--- config.mk ---
export PLATFORM = sky130hd
export DESIGN_NAME = ncs_dist
export DESIGN_NICKNAME = d
export VERILOG_FILES = /design/src/design/ncs_pkg.sv /design/src/design/ncs_dist.sv
export SDC_FILE = /design/constraint.sdc
export NUM_CORES = 1
export LEC_CHECK = 0
export ABC_AREA = 1
export BUFFER_PORTS_ARGS = -buffer_cell sky130_fd_sc_hd__buf_2
export CAP_MARGIN = 20
export CELL_PAD_IN_SITES_DETAIL_PLACEMENT = 0
export CELL_PAD_IN_SITES_GLOBAL_PLACEMENT = 1
export CORE_ASPECT_RATIO = 0.6
export CORE_MARGIN = 3
export CORE_UTILIZATION = 40
export CTS_CLUSTER_SIZE = 20
export DETAILED_ROUTE_END_ITERATION = 7
export PLACE_DENSITY = 0.75
export SYNTH_ARGS = -nofsm -noshare
export SYNTH_HDL_FRONTEND = slang
export SYNTH_SLANG_ARGS = --single-unit
--- constraint.sdc ---
create_clock -name clk -period 7.1 [get_ports clk]
set_input_delay 1.42 -clock clk [delete_from_list [all_inputs] [get_ports clk]]
set_output_delay 1.42 -clock clk [all_outputs]
set_load 0.1 [all_outputs]
--- src/design/ncs_pkg.sv ---
`timescale 1ns / 1ps
`default_nettype none
// ----------------------------------------------------------------------------
// ncs_pkg
// Shared types and constants for the nearest palette color search block.
// ----------------------------------------------------------------------------
package ncs_pkg;

  localparam int NCS_PALETTE_ENTRIES = 256;
  localparam int NCS_IDX_W           = 8;   // nearest_index / entry_index width
  localparam int NCS_CH_W            = 8;   // one color channel
  localparam int NCS_ENTRY_W         = 3 * NCS_CH_W;
  localparam int NCS_COLOR15_W       = 15;
  localparam int NCS_IN_DATA_W       = 48;  // 47 payload bits, padded to bytes
  localparam int NCS_OUT_DATA_W      = 8;
  localparam int NCS_SQ_W            = 2 * NCS_CH_W;
  localparam int NCS_SUM_W           = 18;  // 3 * 255^2 fits
  localparam int NCS_ROOT_W          = NCS_SUM_W / 2;
  localparam int NCS_REM_W           = NCS_ROOT_W + 1;
  localparam int NCS_DIST_W          = 14;  // holds the start value
  localparam int NCS_DIST_START      = 10000;

  localparam logic [NCS_COLOR15_W-1:0] NCS_RED_MASK   = 15'h001F;
  localparam logic [NCS_COLOR15_W-1:0] NCS_GREEN_MASK = 15'h03E0;
  localparam logic [NCS_COLOR15_W-1:0] NCS_BLUE_MASK  = 15'h7C00;

  localparam logic NCS_MODE_LOAD  = 1'b0;
  localparam logic NCS_MODE_QUERY = 1'b1;

  typedef enum logic [1:0] {
    NCS_IDLE,
    NCS_SCAN,
    NCS_DRAIN,
    NCS_DONE
  } ncs_state_t;

  // Travels alongside each scanned entry through the datapath.
  typedef struct packed {
    logic                 valid;
    logic                 last;
    logic [NCS_IDX_W-1:0] idx;
  } ncs_tag_t;

  // 5-bit channel expanded as (c << 3) + 4.
  function automatic logic [NCS_CH_W-1:0] ncs_expand(input logic [4:0] c);
    ncs_expand = {c, 3'b100};
  endfunction

endpackage
`default_nettype wire

--- src/design/ncs_dist.sv ---
`timescale 1ns / 1ps
`default_nettype none
// ----------------------------------------------------------------------------
// ncs_dist
// Squared RGB distance: abs differences, squares, sum. Three stages.
// ----------------------------------------------------------------------------
module ncs_dist (
  input  wire logic                            clk,
  input  wire logic                            rst_n,
  input  wire logic [ncs_pkg::NCS_CH_W-1:0]    q_red,
  input  wire logic [ncs_pkg::NCS_CH_W-1:0]    q_green,
  input  wire logic [ncs_pkg::NCS_CH_W-1:0]    q_blue,
  input  wire logic [ncs_pkg::NCS_ENTRY_W-1:0] entry,
  input  ncs_pkg::ncs_tag_t                    tag_in,
  output logic      [ncs_pkg::NCS_SUM_W-1:0]   sum,
  output ncs_pkg::ncs_tag_t                    tag_out
);

  localparam int CW = ncs_pkg::NCS_CH_W;
  localparam int SW = ncs_pkg::NCS_SQ_W;
  localparam int UW = ncs_pkg::NCS_SUM_W;

  logic [CW-1:0] e_red, e_green, e_blue;
  logic [CW-1:0] d_red_r, d_green_r, d_blue_r;
  logic [SW-1:0] s_red_r, s_green_r, s_blue_r;
  logic [UW-1:0] sum_r;
  ncs_pkg::ncs_tag_t tag1_r, tag2_r, tag3_r;

  assign e_red   = entry[CW-1:0];
  assign e_green = entry[2*CW-1:CW];
  assign e_blue  = entry[3*CW-1:2*CW];

  function automatic logic [CW-1:0] absdiff(input logic [CW-1:0] a, input logic [CW-1:0] b);
    absdiff = (a > b) ? a - b : b - a;
  endfunction

  always_ff @(posedge clk) begin
    d_red_r   <= absdiff(q_red, e_red);
    d_green_r <= absdiff(q_green, e_green);
    d_blue_r  <= absdiff(q_blue, e_blue);
    s_red_r   <= d_red_r * d_red_r;
    s_green_r <= d_green_r * d_green_r;
    s_blue_r  <= d_blue_r * d_blue_r;
    sum_r     <= UW'(s_red_r) + UW'(s_green_r) + UW'(s_blue_r);
  end

  always_ff @(posedge clk) begin
    if (!rst_n) begin
      tag1_r <= '0;
      tag2_r <= '0;
      tag3_r <= '0;
    end else begin
      tag1_r <= tag_in;
      tag2_r <= tag1_r;
      tag3_r <= tag2_r;
    end
  end

  assign sum     = sum_r;
  assign tag_out = tag3_r;

endmodule
`default_nettype wire

==> flow_summary.ini <==
[placed_design]
count_of_port_buffers_added_during_placement = 87
hpwlAfterDp_um = 22200
globalplace.congestion = 0.876

[floorplanning]
placement_rows = 47
die_y_um = 138
design.die.area_sq_um = 31400
placeableCoreArea_sq_um = 28200
io_pins = 88
start_util_pct = 41.5
die_width_um = 227

[sta]
finClkSkew_ps = 12.4
report.final.hold_viol_count = 0
rsz_0062_raised_after_global_routing = no
final.min_clock_period_ps = 4080
timing_max_transition_violations_final = 0
clock.fmax_mhz = 245
setup_violations = 0
timing.setup.tns_ps = 0
period_share_pct = 57.4
worst_hold_slack_ps = 408

[worst_setup_path]
ff2ff_path_depth = 15
path_cells = nand2_1, fa_1, inv_1, fa_1, fa_1, inv_1, fa_1, inv_1, ha_1, a21oi_1, nor2_1, nor2_1, nand3_1, nand2_1, nand2_1
cp-start-kind = flip-flop
critical_path.reg2reg.endpoint = s_red_r[12]$_DFF_P_
crit_family = adder cells
register_to_register_setup_slack_ps = 3020
cpMostUsedCell = fa_1
worstPathRequired_ps = 7420
regToRegStartpoint = d_red_r[2]$_DFF_P_
critical_path_end_type = flip-flop
bufs_and_invs_on_worst_path = 3
worst_setup_path_startpoint = d_red_r[2]$_DFF_P_
crit_path_max_fanout = 9
critical_path_class = flip-flop to flip-flop
slowest_cell_on_the_critical_path = dfxtp_1
worstPathArrival_ps = 4390
cpPeakStageDelay_ps = 560

[logic_synthesis]
ys_warn_count = 0
seq_area_frac_synth_pct = 20.0
postSynthRegisterBits = 117
synth_area_per_cell_sq_um = 7.13
synth.lib_cells_used.distinct = 27
syn-cell-area_sq_um = 11700
syn_inst = 1642

[global_routing]
grt.met2_usage_pct = 21.7
grtUsageMet3_pct = 2.97
grt-busiest-layer = met1
groute.layer.met1.usage_pct = 30.2
maximum_number_of_pins_on_one_net_before_global_route_repair = 31
grt_first_pass_wirelength_um = 44300
grt_pass1_vias = 8888
grt_overflow_total = 0
initial_antenna_violation_count = 0
groute.usage.overall_pct = 17.5

[min_path]
min_path_cells = 2
worstHoldStart = tag2_r[3]$_SDFF_PN0_
worstHoldEndpoint = tag_out[3]$_SDFF_PN0_
hold_path.class = flip-flop to flip-flop

[layout]
multiInputGateArea_sq_um = 7600
seq_area_sq_um = 2340
n_antenna_cell = 0
finish.net_count = 2018
drive_gt1_share_pct = 8.00
flow.area_growth_from_synthesis_pct = 11.1
final_core_util_pct = 46.2
fillers = 2931

[clocking]
cts_setup_buffers = 0
root_buffer = clkbuf_16
cts_made_buffers = 17
postCtsHoldBufs = 0
post_cts.resized_instances = 0
cts.clk_slew.worst_paths_ps = 60
number_of_sinks_handled_by_clock_tree_synthesis = 117
ctsHtreeMaxLevel = 4
worstSkewPairLatency_ps = 430
cts_tree = done
cts_buffer_depth = 2

[routing]
postRouteAntennaNets = 0
route.detailed.wl_per_inst_um = 12.4
route.vias.total = 9410
wirelength_um = 25900
drcViolationCount = 0
drtIter0Drc = 593
first_pass_iters = 5
avgViaCountPerCell = 4.50

[run]
maxCapViolCount = 0

[outcome]
outcome = completed
[worst max path at each step]
stage                           end  slack, ps  depth (start not counted)
2_1_floorplan   s_red_r[12]$_DFF_P_       3230                         16
3_3_place_gp   s_blue_r[12]$_DFF_P_       3070                         15
3_5_place_dp    s_red_r[12]$_DFF_P_       3060                         15
4_1_cts         s_red_r[12]$_DFF_P_       3050                         15
5_1_grt         s_red_r[12]$_DFF_P_       2710                         15
6_report        s_red_r[12]$_DFF_P_       3020                         15
[cells in the mapped netlist, drive strengths merged]
cell type	n	area share, %
a21oi	56	2.4
and2	1	0.054
buf	12	0.88
clkbuf	25	0.80
conb	1	0.032
dfxtp	117	20
fa	97	17
ha	148	16
inv	418	13
mux2i	1	0.086
nand2	480	15
nand3	77	3.3
nand3b	4	0.26
nand4	22	1.2
nor2	77	2.5
nor3	5	0.21
o21ai	23	1.3
o21bai	6	0.38
or2	6	0.34
xnor2	20	1.5
xor2	46	3.4
[final cells by class]
| type | count | share of cell area [%] |
|---|---|---|
| repair buffers | 87 | 3.35 |
| well taps | 367 | 3.53 |
| clock inverters | 15 | 1.33 |
| multi-input cells | 1072 | 58.4 |
| inverters | 418 | 12.1 |
| clock buffers | 17 | 3.27 |
| flip-flops and latches | 117 | 18.0 |
[cells in the final DEF (no fill, tap or decap), types with 5 or more instances in the layout]
cell       synthesis  layout
a21oi_1           56      56
fa_1              97      97
ha_1             148     148
nor2_1            77      77
dfxtp_1          117     117
o21ai_0           12      12
xnor2_1           20      20
o21bai_1           6       6
nand2_1          476     476
nand4_1           22      22
nor3_1             5       5
nand3_1           77      77
o21ai_2           11      11
buf_2              4      87
xor2_1            46      46
clkbuf_16          0      17
inv_1            418     418
[stage by stage]
stage                     cells  setup slack [ps]  cell area (sq um)
after global placement     2061              3070              12400
after detailed placement   2061              3060              12400
final                      2093              3020              13000
after global routing       2093              2710              13000
after floorplan            1644              3230              11700
after CTS                  2093              3050              13000
[cells by family (layout without fill, tap and decap cells)]
logic type	after synthesis	after routing	share of synthesized area [%]
XOR/XNOR	66	66	4.94
AO/OA/AOI/OAI	85	85	4.12
buffers and inverters	455	537	15.1
flip-flops	117	117	20.0
adder cells (fa/ha/maj)	245	245	32.4
multiplexers	1	1	0.0856
AND/OR/NAND/NOR	672	672	23.3
other	1	3	0.0321
[registers in the layout, indices dropped and copies added (netlist names)]
name / flops
d_blue_r: 8
d_green_r: 8
d_red_r: 8
s_blue_r: 15
s_green_r: 15
s_red_r: 15
sum: 18
tag1_r: 10
tag2_r: 10
tag_out: 10
[layer usage]
layer	routed length (um)	vias up
li1	-	4986
met1	15600	4229
met2	8860	183
met3	1250	12
met4	174	0
met5	0	-
[worst reg2reg max path: stages, from the launching register on]
cell and delay [ps]:
dfxtp_1 560, nand2_1 140, fa_1 550, inv_1 70, fa_1 510, fa_1 550, inv_1 60, fa_1 530
inv_1 40, ha_1 340, a21oi_1 230, nor2_1 70, nor2_1 130, nand3_1 90, nand2_1 60, nand2_1 40
Power is not shown: default switching activity piles up to over one toggle a cycle in this logic, so the estimate is an artifact.
