### config.mk
export PLATFORM = sky130hd
export DESIGN_NAME = ncs_isqrt
export DESIGN_NICKNAME = d
export VERILOG_FILES = /design/src/design/ncs_pkg.sv /design/src/design/ncs_isqrt.sv
export SDC_FILE = /design/constraint.sdc
export NUM_CORES = 1
export LEC_CHECK = 0
export ABC_CLOCK_PERIOD_IN_PS = 5500
export BUFFER_PORTS_ARGS = -buffer_cell sky130_fd_sc_hd__buf_2
export CORE_MARGIN = 2
export CORE_UTILIZATION = 40
export DETAILED_ROUTE_END_ITERATION = 10
export GPL_TIMING_DRIVEN = 0
export PLACE_DENSITY = 0.54
export SKIP_LAST_GASP = 1
export SYNTH_ARGS = -nofsm -noshare
export SYNTH_HDL_FRONTEND = slang
export SYNTH_SLANG_ARGS = --single-unit
### constraint.sdc
create_clock -name clk -period 5.5 [get_ports clk]
set_clock_uncertainty 0.1 [all_clocks]
set_input_delay 0.275 -clock clk [delete_from_list [all_inputs] [get_ports clk]]
set_output_delay 0.275 -clock clk [all_outputs]
set_load 0.01 [all_outputs]
### src/design/ncs_pkg.sv
`timescale 1ns / 1ps
`default_nettype none
// ----------------------------------------------------------------------------
// ncs_pkg
// Shared types and constants for the nearest palette color search block.
// ----------------------------------------------------------------------------
package ncs_pkg;

  localparam int NCS_PALETTE_ENTRIES = 256;
  localparam int NCS_IDX_W           = 8;   // nearest_index / entry_index width
  localparam int NCS_CH_W            = 8;   // one color channel
  localparam int NCS_ENTRY_W         = 3 * NCS_CH_W;
  localparam int NCS_COLOR15_W       = 15;
  localparam int NCS_IN_DATA_W       = 48;  // 47 payload bits, padded to bytes
  localparam int NCS_OUT_DATA_W      = 8;
  localparam int NCS_SQ_W            = 2 * NCS_CH_W;
  localparam int NCS_SUM_W           = 18;  // 3 * 255^2 fits
  localparam int NCS_ROOT_W          = NCS_SUM_W / 2;
  localparam int NCS_REM_W           = NCS_ROOT_W + 1;
  localparam int NCS_DIST_W          = 14;  // holds the start value
  localparam int NCS_DIST_START      = 10000;

  localparam logic [NCS_COLOR15_W-1:0] NCS_RED_MASK   = 15'h001F;
  localparam logic [NCS_COLOR15_W-1:0] NCS_GREEN_MASK = 15'h03E0;
  localparam logic [NCS_COLOR15_W-1:0] NCS_BLUE_MASK  = 15'h7C00;

  localparam logic NCS_MODE_LOAD  = 1'b0;
  localparam logic NCS_MODE_QUERY = 1'b1;

  typedef enum logic [1:0] {
    NCS_IDLE,
    NCS_SCAN,
    NCS_DRAIN,
    NCS_DONE
  } ncs_state_t;

  // Travels alongside each scanned entry through the datapath.
  typedef struct packed {
    logic                 valid;
    logic                 last;
    logic [NCS_IDX_W-1:0] idx;
  } ncs_tag_t;

  // 5-bit channel expanded as (c << 3) + 4.
  function automatic logic [NCS_CH_W-1:0] ncs_expand(input logic [4:0] c);
    ncs_expand = {c, 3'b100};
  endfunction

endpackage
`default_nettype wire

### src/design/ncs_isqrt.sv
`timescale 1ns / 1ps
`default_nettype none
// ----------------------------------------------------------------------------
// ncs_isqrt
// Pipelined floor square root, one result bit per stage.
// ----------------------------------------------------------------------------
module ncs_isqrt (
  input  wire logic                           clk,
  input  wire logic                           rst_n,
  input  wire logic [ncs_pkg::NCS_SUM_W-1:0]  value,
  input  ncs_pkg::ncs_tag_t                   tag_in,
  output logic      [ncs_pkg::NCS_ROOT_W-1:0] root,
  output ncs_pkg::ncs_tag_t                   tag_out
);

  localparam int RW = ncs_pkg::NCS_ROOT_W;
  localparam int MW = ncs_pkg::NCS_REM_W;
  localparam int UW = ncs_pkg::NCS_SUM_W;

  logic [RW-1:0]     root_r [0:RW-1];
  logic [MW-1:0]     rem_r  [0:RW-2];
  logic [UW-1:0]     v_r    [0:RW-2];
  ncs_pkg::ncs_tag_t tag_r  [0:RW-1];

  for (genvar s = 0; s < RW; s++) begin : g_stage
    localparam int Pair = RW - 1 - s;
    logic [UW-1:0]     v_in;
    logic [RW-1:0]     root_in;
    logic [MW-1:0]     rem_in;
    ncs_pkg::ncs_tag_t tag_in_s;
    logic [MW+1:0]     rem_sh;
    logic [MW+1:0]     trial;
    logic [MW+1:0]     diff;
    logic              ge;

    if (s == 0) begin : g_first
      assign v_in     = value;
      assign root_in  = '0;
      assign rem_in   = '0;
      assign tag_in_s = tag_in;
    end else begin : g_next
      assign v_in     = v_r[s-1];
      assign root_in  = root_r[s-1];
      assign rem_in   = rem_r[s-1];
      assign tag_in_s = tag_r[s-1];
    end

    assign rem_sh = {rem_in, v_in[2*Pair+1 -: 2]};
    assign trial  = {1'b0, root_in, 2'b01};
    assign diff   = rem_sh - trial;
    assign ge     = (rem_sh >= trial);

    always_ff @(posedge clk) begin
      root_r[s] <= {root_in[RW-2:0], ge};
    end

    // remainder stays below 2*root+1, so it fits MW bits
    if (s < RW - 1) begin : g_carry
      always_ff @(posedge clk) begin
        rem_r[s] <= ge ? diff[MW-1:0] : rem_sh[MW-1:0];
        v_r[s]   <= v_in;
      end
    end

    always_ff @(posedge clk) begin
      if (!rst_n) begin
        tag_r[s] <= '0;
      end else begin
        tag_r[s] <= tag_in_s;
      end
    end
  end

  assign root    = root_r[RW-1];
  assign tag_out = tag_r[RW-1];

endmodule
`default_nettype wire

==> results.json, run 1 <==
{
  "hold_buffers": 29,
  "synth_flop_cell": "dfxtp_1",
  "power_density_nw_per_um2": 467,
  "critPathCaptureType": "flip-flop",
  "die-area_um2": 24200,
  "die_height_um": 156,
  "fin_cells": 1226,
  "rows": 55,
  "cts_buffer_depth": 3,
  "ys_types": 57,
  "clock_latency_ns": 0.54,
  "synth-seq-cells": 280,
  "worstPathRequired_ns": 5.83,
  "grt_pass1_wl_um": 22700,
  "cts_tree": "done",
  "crit_path_max_incr_delay_ns": 0.63,
  "wl_met1_um": 5760,
  "timing.rr.start": "root_r[0][57]",
  "hpwlAfterDp_um": 9400,
  "cp_top_family": "compound AO/OA/AOI/OAI gates",
  "async_flop_share_pct": 0,
  "drive_gt1_share_pct": 13.8,
  "placed_cells": 1145,
  "path_cells": "inv_1 -> ha_1 -> buf_6 -> nand4_1 -> o21ai_0 -> or2_1 -> buf_6 -> mux2_4",
  "ir_drop_mv": 0.269,
  "ant_nets": 0,
  "crit_slowest_cell": "o21ai_0",
  "crit_start": "root_r[0][57]",
  "yosysWarnings": 0,
  "start_kind": "flip-flop",
  "grt_overflow": 0,
  "period_share_pct": 43.6,
  "cp.arrival_ns": 2.73,
  "via_per_inst": 4.47,
  "clk_pin_slew_ns": 0.06,
  "wire_per_inst_um": 10.9,
  "cts_max_level": 1,
  "rsz0062_at_grt": "false",
  "netlist_instances": 813,
  "antennaDiodeCount": 0,
  "slew-limit-headroom_pct": 49.8,
  "finalHoldViolCount": 0,
  "nNetsFinal": 1001,
  "final.setup.tns_ns": 0,
  "area_delta_synth_final_pct": 20.0,
  "grt.total_usage_pct": 11.2,
  "cap_viol_max_count": 0,
  "syn_area_um2": 9200,
  "cts_buffers": 28,
  "crit_buf_inv": 3,
  "min_period_ns": 2.40,
  "post-cts-setup-buffer-count": 0,
  "cpMostUsedCell": "buf_6",
  "routabilityCongestion": 0.854,
  "grt_pass1_vias": 5239,
  "drtIter0Drc": 153,
  "path_class": "reg -> reg",
  "status": "complete, no violations",
  "setup_viol": 0,
  "initial_core_util_pct": 40.7,
  "ios": 49,
  "drcViolationCount": 0,
  "min_from": "v_r[0][9]",
  "vias": 5483,
  "cts_resized": 0,
  "worstMarginPinSlew_ns": 0.745,
  "synth_fp_nets": 895,
  "antenna_found_initial": 0,
  "synth-edff-count": 0,
  "maxSlewViolCount": 0,
  "finalWirelength_um": 13400,
  "clock_sinks": 280,
  "firstDrtPassIters": 4,
  "hold_class": "reg -> reg",
  "wl_met2_um": 6770,
  "ys_seq_area_share_pct": 60.9,
  "leakage_uw": 0.00506,
  "cts-root-buf": "clkbuf_16",
  "core_area_um2": 22600,
  "crit_fanout": 10,
  "met3_length_um": 519,
  "port_buffers": 47,
  "fill_cells": 2026,
  "grt_max_degree": 16,
  "highest_layer": "met4",
  "die_w_um": 156,
  "max_clock_freq_mhz": 417,
  "synth.avg_cell_area_um2": 11.3
}
## cell type report
type	count	area, um2	share of cell area [%]
repair buffers	76	526	4.76
well taps	285	357	3.23
flip-flops and latches	280	5610	50.8
multi-input cells	451	3260	29.6
inverters	64	240	2.18
plain buffers	18	93.8	0.850
clock inverters	14	160	1.45
clock buffers	38	798	7.23
## synthesized netlist by cell type (all sizes together), types with 4 or more instances
cell type	instances	area share, %
o21ai	27	1.5
clkbuf	12	0.49
buf	6	0.53
o31a	4	0.38
xnor2	24	2.3
nor2	34	1.4
mux2	18	2.4
ha	52	7.1
o21a	18	1.5
a211oi	7	0.68
or3	4	0.29
xor2	15	1.4
nor4	10	0.68
and3	5	0.34
and2	92	6.3
a21oi	29	1.6
dfxtp	280	61
a21o	6	0.49
or4	6	0.52
inv	64	2.6
nor2b	8	0.54
nand3	9	0.49
or2	4	0.27
mux2i	5	0.54
nand2	21	0.88
nor3	16	0.92
nand4	6	0.41
## routing by layer
metal | track usage [%] | vias to the layer above
met3 | 2.44 | 28
met5 | 0 | -
met2 | 20.9 | 92
met4 | 4.50 | 0
met1 | 12.3 | 2441
li1 | - | 2922
## final timing paths
kind | slack (ns) | endpoint | cells past startpoint
setup / recovery | 3.10 | rem_r[7][5] | 8
hold / removal | 0.22 | v_r[0][27] | 0
setup reg to reg | 3.10 | rem_r[7][5] | 8
hold reg to reg | 0.22 | v_r[0][27] | 0
## layout by cell type (no fill, tap or decap), types with 8 or more instances in the layout
cell type and count:
dfxtp_1 280, and2_1 92, inv_1 64, ha_1 52, buf_2 50, nor2_1 34
a21oi_1 29, dlygate4sd3_1 29, clkbuf_16 28, o21ai_0 25, xnor2_1 24, nand2_1 20
o21a_1 18, clkbuf_1 16, xor2_1 15, nor3_1 15, mux2_2 14, nor4_1 10
nand3_1 9, nor2b_1 8
## metrics by stage
stage / utilization, % / hold WS, ns / instance area [um2] / total power [uW] / worst slack (ns)
after floorplan: - / 0.203 / 9200 / 3120 / 3.37
after global placement: 43.3 / 0.210 / 9800 / 3300 / 3.11
after detailed placement: 43.3 / 0.212 / 9800 / 3310 / 3.12
after CTS: 48.8 / 0.220 / 11000 / 5230 / 3.11
after global routing: 48.8 / 0.227 / 11000 / 5460 / 2.93
final: 48.8 / 0.221 / 11000 / 5160 / 3.10
## sequential cells by signal, indices dropped and copies added, names as in the netlist
signal  flops
tag_r      90
v_r        72
root_r     45
rem_r      73
## power breakdown
group          internal (uW)  leakage, uW  switching (uW)
combinational            443      0.00227             414
clock                   1120     0.000465             763
sequential              2290      0.00232             126
## logic make-up (layout without fill, tap and decap cells)
logic type      Yosys count  count (layout)  synth area share (%)
fa+ha+maj                52              52                  7.07
simple gates            226             226                  14.0
xor+xnor                 39              39                  3.71
flops                   280             280                  60.9
other cells               1               1                0.0407
buf+inv                  82             210                  3.63
compound gates          110             110                  7.72
mux                      23              23                  2.91
Note: power is estimated with default switching activity, not from simulation.
==> run 2, diff against run 1 <==
ABC_CLOCK_PERIOD_IN_PS = 2300   (was 5500)
clock period = 2.3 ns   (was 5.5 ns; I/O delays follow)
==> results.json, run 2 (synthesized netlist as in run 1, its figures left out) <==
{
  "antenna_found_initial": 0,
  "wl_met1_um": 5800,
  "largest_register_ffs": 90,
  "finalWirelength_um": 13600,
  "p_switching_uw": 3170,
  "internal_power_uw": 9300,
  "vias": 5500,
  "path_class": "reg -> reg",
  "ios": 49,
  "worstMarginPinSlew_ns": 0.523,
  "reg2regPathDepth": 8,
  "crit_path_max_incr_delay_ns": 0.39,
  "max_clock_freq_mhz": 442,
  "nNetsFinal": 1006,
  "setup_viol": 0,
  "crit_fanout": 8,
  "min_period_ns": 2.26,
  "swShare_pct": 25.4,
  "fin_hold_ws_ns": 0.0771,
  "crit_slowest_cell": "dfxtp_1",
  "p_clk_share_pct": 36.2,
  "clk_pin_slew_ns": 0.06,
  "final_core_util_pct": 49.4,
  "share_comb_of_total_power_pct": 17.3,
  "area_delta_synth_final_pct": 21.5,
  "hold-path-cell-count": 3,
  "die_w_um": 156,
  "fin_cells": 1231,
  "core_area_um2": 22600,
  "cap_viol_max_count": 0,
  "antennaDiodeCount": 0,
  "critPathCaptureType": "flip-flop",
  "hold_class": "in -> reg",
  "cp.arrival_ns": 2.59,
  "period_share_pct": 98.5,
  "cp_top_family": "compound AO/OA/AOI/OAI gates",
  "cts_buffers": 28,
  "drive_gt1_share_pct": 15.9,
  "via_per_inst": 4.47,
  "top_register": "tag_r",
  "slew-limit-headroom_pct": 64.8,
  "crit_buf_inv": 2,
  "routabilityCongestion": 0.854,
  "wire_per_inst_um": 11.0,
  "cts-root-buf": "clkbuf_16",
  "die_height_um": 156,
  "cpMostUsedCell": "buf_6",
  "cts_buffer_depth": 3,
  "cts_max_level": 1,
  "firstDrtPassIters": 4,
  "cp_num_cells": 8,
  "mostFrequentLayoutCells": "dfxtp_1, and2_1, inv_1, buf_2, ha_1",
  "grt_pass1_vias": 5239,
  "placed_cells": 1145,
  "grt_overflow": 0,
  "ir_drop_mv": 0.644,
  "drtIter0Drc": 185,
  "met3_length_um": 528,
  "start_kind": "flip-flop",
  "highest_layer": "met4",
  "initial_core_util_pct": 40.7,
  "grt.total_usage_pct": 11.2,
  "finalHoldViolCount": 0,
  "seq_power_share_pct": 46.5,
  "die-area_um2": 24200,
  "hpwlAfterDp_um": 9400,
  "grt_pass1_wl_um": 22700,
  "worstPathRequired_ns": 2.63,
  "rows": 55,
  "rsz0062_at_grt": "true",
  "path_cells": "ha_4 -> buf_6 -> a211oi_2 -> nor2_1 -> o31a_1 -> or2_1 -> buf_6 -> mux2_4",
  "status": "complete, no violations",
  "maxSlewViolCount": 0,
  "clock_latency_ns": 0.54,
  "port_buffers": 47,
  "wl_met2_um": 6890,
  "cts_tree": "done",
  "power_density_nw_per_um2": 1110,
  "final_common_cell": "dfxtp_1",
  "ant_nets": 0,
  "clock_sinks": 280,
  "reg_top3": "tag_r: 90 flops, rem_r: 73 flops, v_r: 72 flops",
  "leakage_uw": 0.00508,
  "grt_max_degree": 16,
  "drcViolationCount": 0
}
==> run 2: cell count changes in the layout (fill, tap and decap cells not counted), moves of 2 or more <==
cell	delta
a211oi_1	-2
buf_4	+7
dfxtp_1	-4
dfxtp_2	+4
ha_1	-5
ha_4	+5
==> run 2: tightest hold or removal path: cells and delay by family <==
family / cells / cell delay (ns)
and+or+nand+nor: 1 / 0.17
buffers and inverters: 2 / 0.39
==> run 2: cell type report <==
class	instances	area, um2
Timing Repair Buffer	82	571
Fill cell	2014	11500
Sequential cell	280	5610
Clock inverter	14	160
Clock buffer	38	798
Inverter	64	240
Multi-Input combinational cell	451	3350
Buffer	17	92.6
Tap cell	285	357
==> run 2: per-layer routing <==
metal  up-vias  global-route usage (%)
li1       2927                       -
met1      2452                    12.3
met2        90                    20.9
met3        31                    2.44
met4         0                    4.50
met5         -                       0
==> run 2: per-stage QoR <==
step           setup slack [ns]  power (uW)  cell area, um2  TNS (ns)
3_3_place_gp            -0.0939        7890            9800    -0.666
4_1_cts                  0.0165       12500           11100         0
6_report                 0.0354       12500           11200         0
2_1_floorplan             0.169        7450            9200         0
5_1_grt                 -0.0244       13200           11200   -0.0933
3_5_place_dp            -0.0811        7910            9800    -0.600
==> run 2: timing repair <==
action	4_1_cts	5_1_grt
pin swaps	0	6
hold buffers	29	0
endpoints found under the setup margin	15	18
buffers inserted	2	4
hold endpoints to repair	29	0
gates resized for setup	4	15
gates cloned	0	0
==> run 2: path summary, 6_finish.rpt <==
path | slack [ns] | from | to
setup reg to reg | 0.04 | rem_r[6][3] | rem_r[7][5]
hold / removal | 0.08 | rst_n | tag_r[0][9]
setup / recovery | 0.04 | rem_r[6][3] | rem_r[7][5]
hold reg to reg | 0.22 | v_r[0][9] | v_r[0][27]
==> run 2: power by group through the flow <==
stage | registers (uW) | logic [uW] | clock network [uW]
floorplan | 5820 | 1630 | 0
finish | 5800 | 2160 | 4510
CTS | 5780 | 2090 | 4660
global placement | 5890 | 2000 | 0
global route | 5880 | 2430 | 4870
detailed placement | 5890 | 2020 | 0
==> run 3, diff against run 2 <==
CORE_UTILIZATION = 60   (was 40)
PLACE_DENSITY = 0.76   (was 0.54)
==> results.json, run 3 (synthesized netlist as in run 1, its figures left out) <==
{
  "cts-root-buf": "clkbuf_16",
  "grt_pass1_wl_um": 24400,
  "wire_per_inst_um": 12.9,
  "rows": 45,
  "seq_area_um2": 5610,
  "worstPathRequired_ns": 2.61,
  "drive_gt1_share_pct": 15.6,
  "clock_sinks": 280,
  "initial_core_util_pct": 61.0,
  "cts_buffer_depth": 3,
  "antennaDiodeCount": 0,
  "grt_max_degree": 16,
  "nNetsFinal": 1002,
  "leakage_uw": 0.00509,
  "reg_top3": "tag_r: 90 flops, rem_r: 73 flops, v_r: 72 flops",
  "via_per_inst": 5.05,
  "ios": 49,
  "drtIter0Drc": 148,
  "grt_overflow": 0,
  "placed_cell_area_um2": 9670,
  "status": "complete, no violations",
  "start_kind": "flip-flop",
  "mostFrequentLayoutCells": "dfxtp_1, and2_1, inv_1, buf_2, ha_1",
  "top_register": "tag_r",
  "fill_cells": 1003,
  "path_cells": "inv_1 -> ha_4 -> nor2b_1 -> o21a_1 -> o31ai_2 -> nor3b_2 -> buf_6 -> mux2_2",
  "area_delta_synth_final_pct": 20.4,
  "final_area_um2": 11100,
  "ant_nets": 0,
  "die_height_um": 128,
  "fin_hold_ws_ns": 0.116,
  "drcViolationCount": 0,
  "finalWirelength_um": 14600,
  "clk_pin_slew_ns": 0.06,
  "finalHoldViolCount": 0,
  "firstDrtPassIters": 4,
  "clock_latency_ns": 0.53,
  "die-area_um2": 16300,
  "largest_register_ffs": 90,
  "maxSlewViolCount": 0,
  "min_period_ns": 2.22,
  "ir_drop_mv": 0.798,
  "antenna_found_initial": 0,
  "critPathCaptureType": "flip-flop",
  "grt_pass1_vias": 5707,
  "cts_tree": "done",
  "cp_top_family": "compound AO/OA/AOI/OAI gates",
  "path_class": "reg -> reg",
  "slew-limit-headroom_pct": 59.6,
  "crit_path_max_incr_delay_ns": 0.34,
  "grt.total_usage_pct": 17.9,
  "vias": 5702,
  "hpwlAfterDp_um": 9840,
  "final_common_cell": "dfxtp_1",
  "cts_max_level": 1,
  "core_area_um2": 15100,
  "die_w_um": 128,
  "crit_slowest_cell": "mux2_2",
  "crit_fanout": 8,
  "worstMarginPinSlew_ns": 0.600,
  "final_core_util_pct": 73.4,
  "period_share_pct": 96.5,
  "multiInputGateArea_um2": 3370,
  "setup_viol": 0,
  "hold_class": "in -> reg",
  "max_clock_freq_mhz": 451,
  "cp.arrival_ns": 2.53,
  "crit_buf_inv": 2,
  "port_buffers": 47,
  "cts_buffers": 27,
  "cap_viol_max_count": 0,
  "routabilityCongestion": 0.917,
  "power_density_nw_per_um2": 1150
}
-- run 3: per-stage QoR --
step                      TNS [ns]  power (uW)  std cells  worst slack, ns
after floorplan                  0        7450        813            0.169
after global placement     -0.0785        7800       1048          -0.0201
after detailed placement     -1.18        7930       1048           -0.134
after CTS                        0       12700       1128          0.00422
after global routing       -0.0500       13300       1128          -0.0169
final                            0       12700       1128           0.0811
-- run 3: path summary, 6_finish.rpt --
check                start           to  slack, ns  cells past startpoint
max          root_r[0][36]  rem_r[5][5]       0.08                      8
min                  rst_n  tag_r[4][9]       0.12                      3
max reg2reg  root_r[0][36]  rem_r[5][5]       0.08                      8
min reg2reg     v_r[0][44]   v_r[0][62]       0.22                      0
-- run 3: metal layers --
layer	wire, um	track usage, %	up-vias
met3	581	3.38	38
met2	7820	35.1	127
li1	-	-	2915
met5	0	0	-
met4	440	7.05	0
met1	5750	18.6	2622
-- run 3: worst min-delay path, stage by stage --
cell and delay (ns):
clkbuf_1 0.19, clkbuf_1 0.22, and2_1 0.16
-- run 3: cell type report --
type	instances	area share, %
buffer	16	0.791
inverter	64	2.17
sequential	280	50.6
clock inverter	16	2.30
timing repair buffer	80	5.01
tap	188	2.12
multi-input combinational	451	30.4
clock buffer	33	6.57
-- run 3: timing repair --
action / 4_1_cts / 5_1_grt
endpoints found under the setup margin: 16 / 35
pin swaps: 3 / 7
resized for setup: 5 / 19
hold buffers: 29 / 0
hold endpoints to repair: 29 / 0
setup buffers: 3 / 1
-- run 3: where the power goes --
group | leakage [uW] | internal (uW) | total, uW | switching, uW
sequential | 0.00232 | 5480 | 5820 | 334
combinational | 0.00228 | 1140 | 2210 | 1070
clock | 0.000485 | 2940 | 4700 | 1760
total | 0.00509 | 9560 | 12700 | 3160
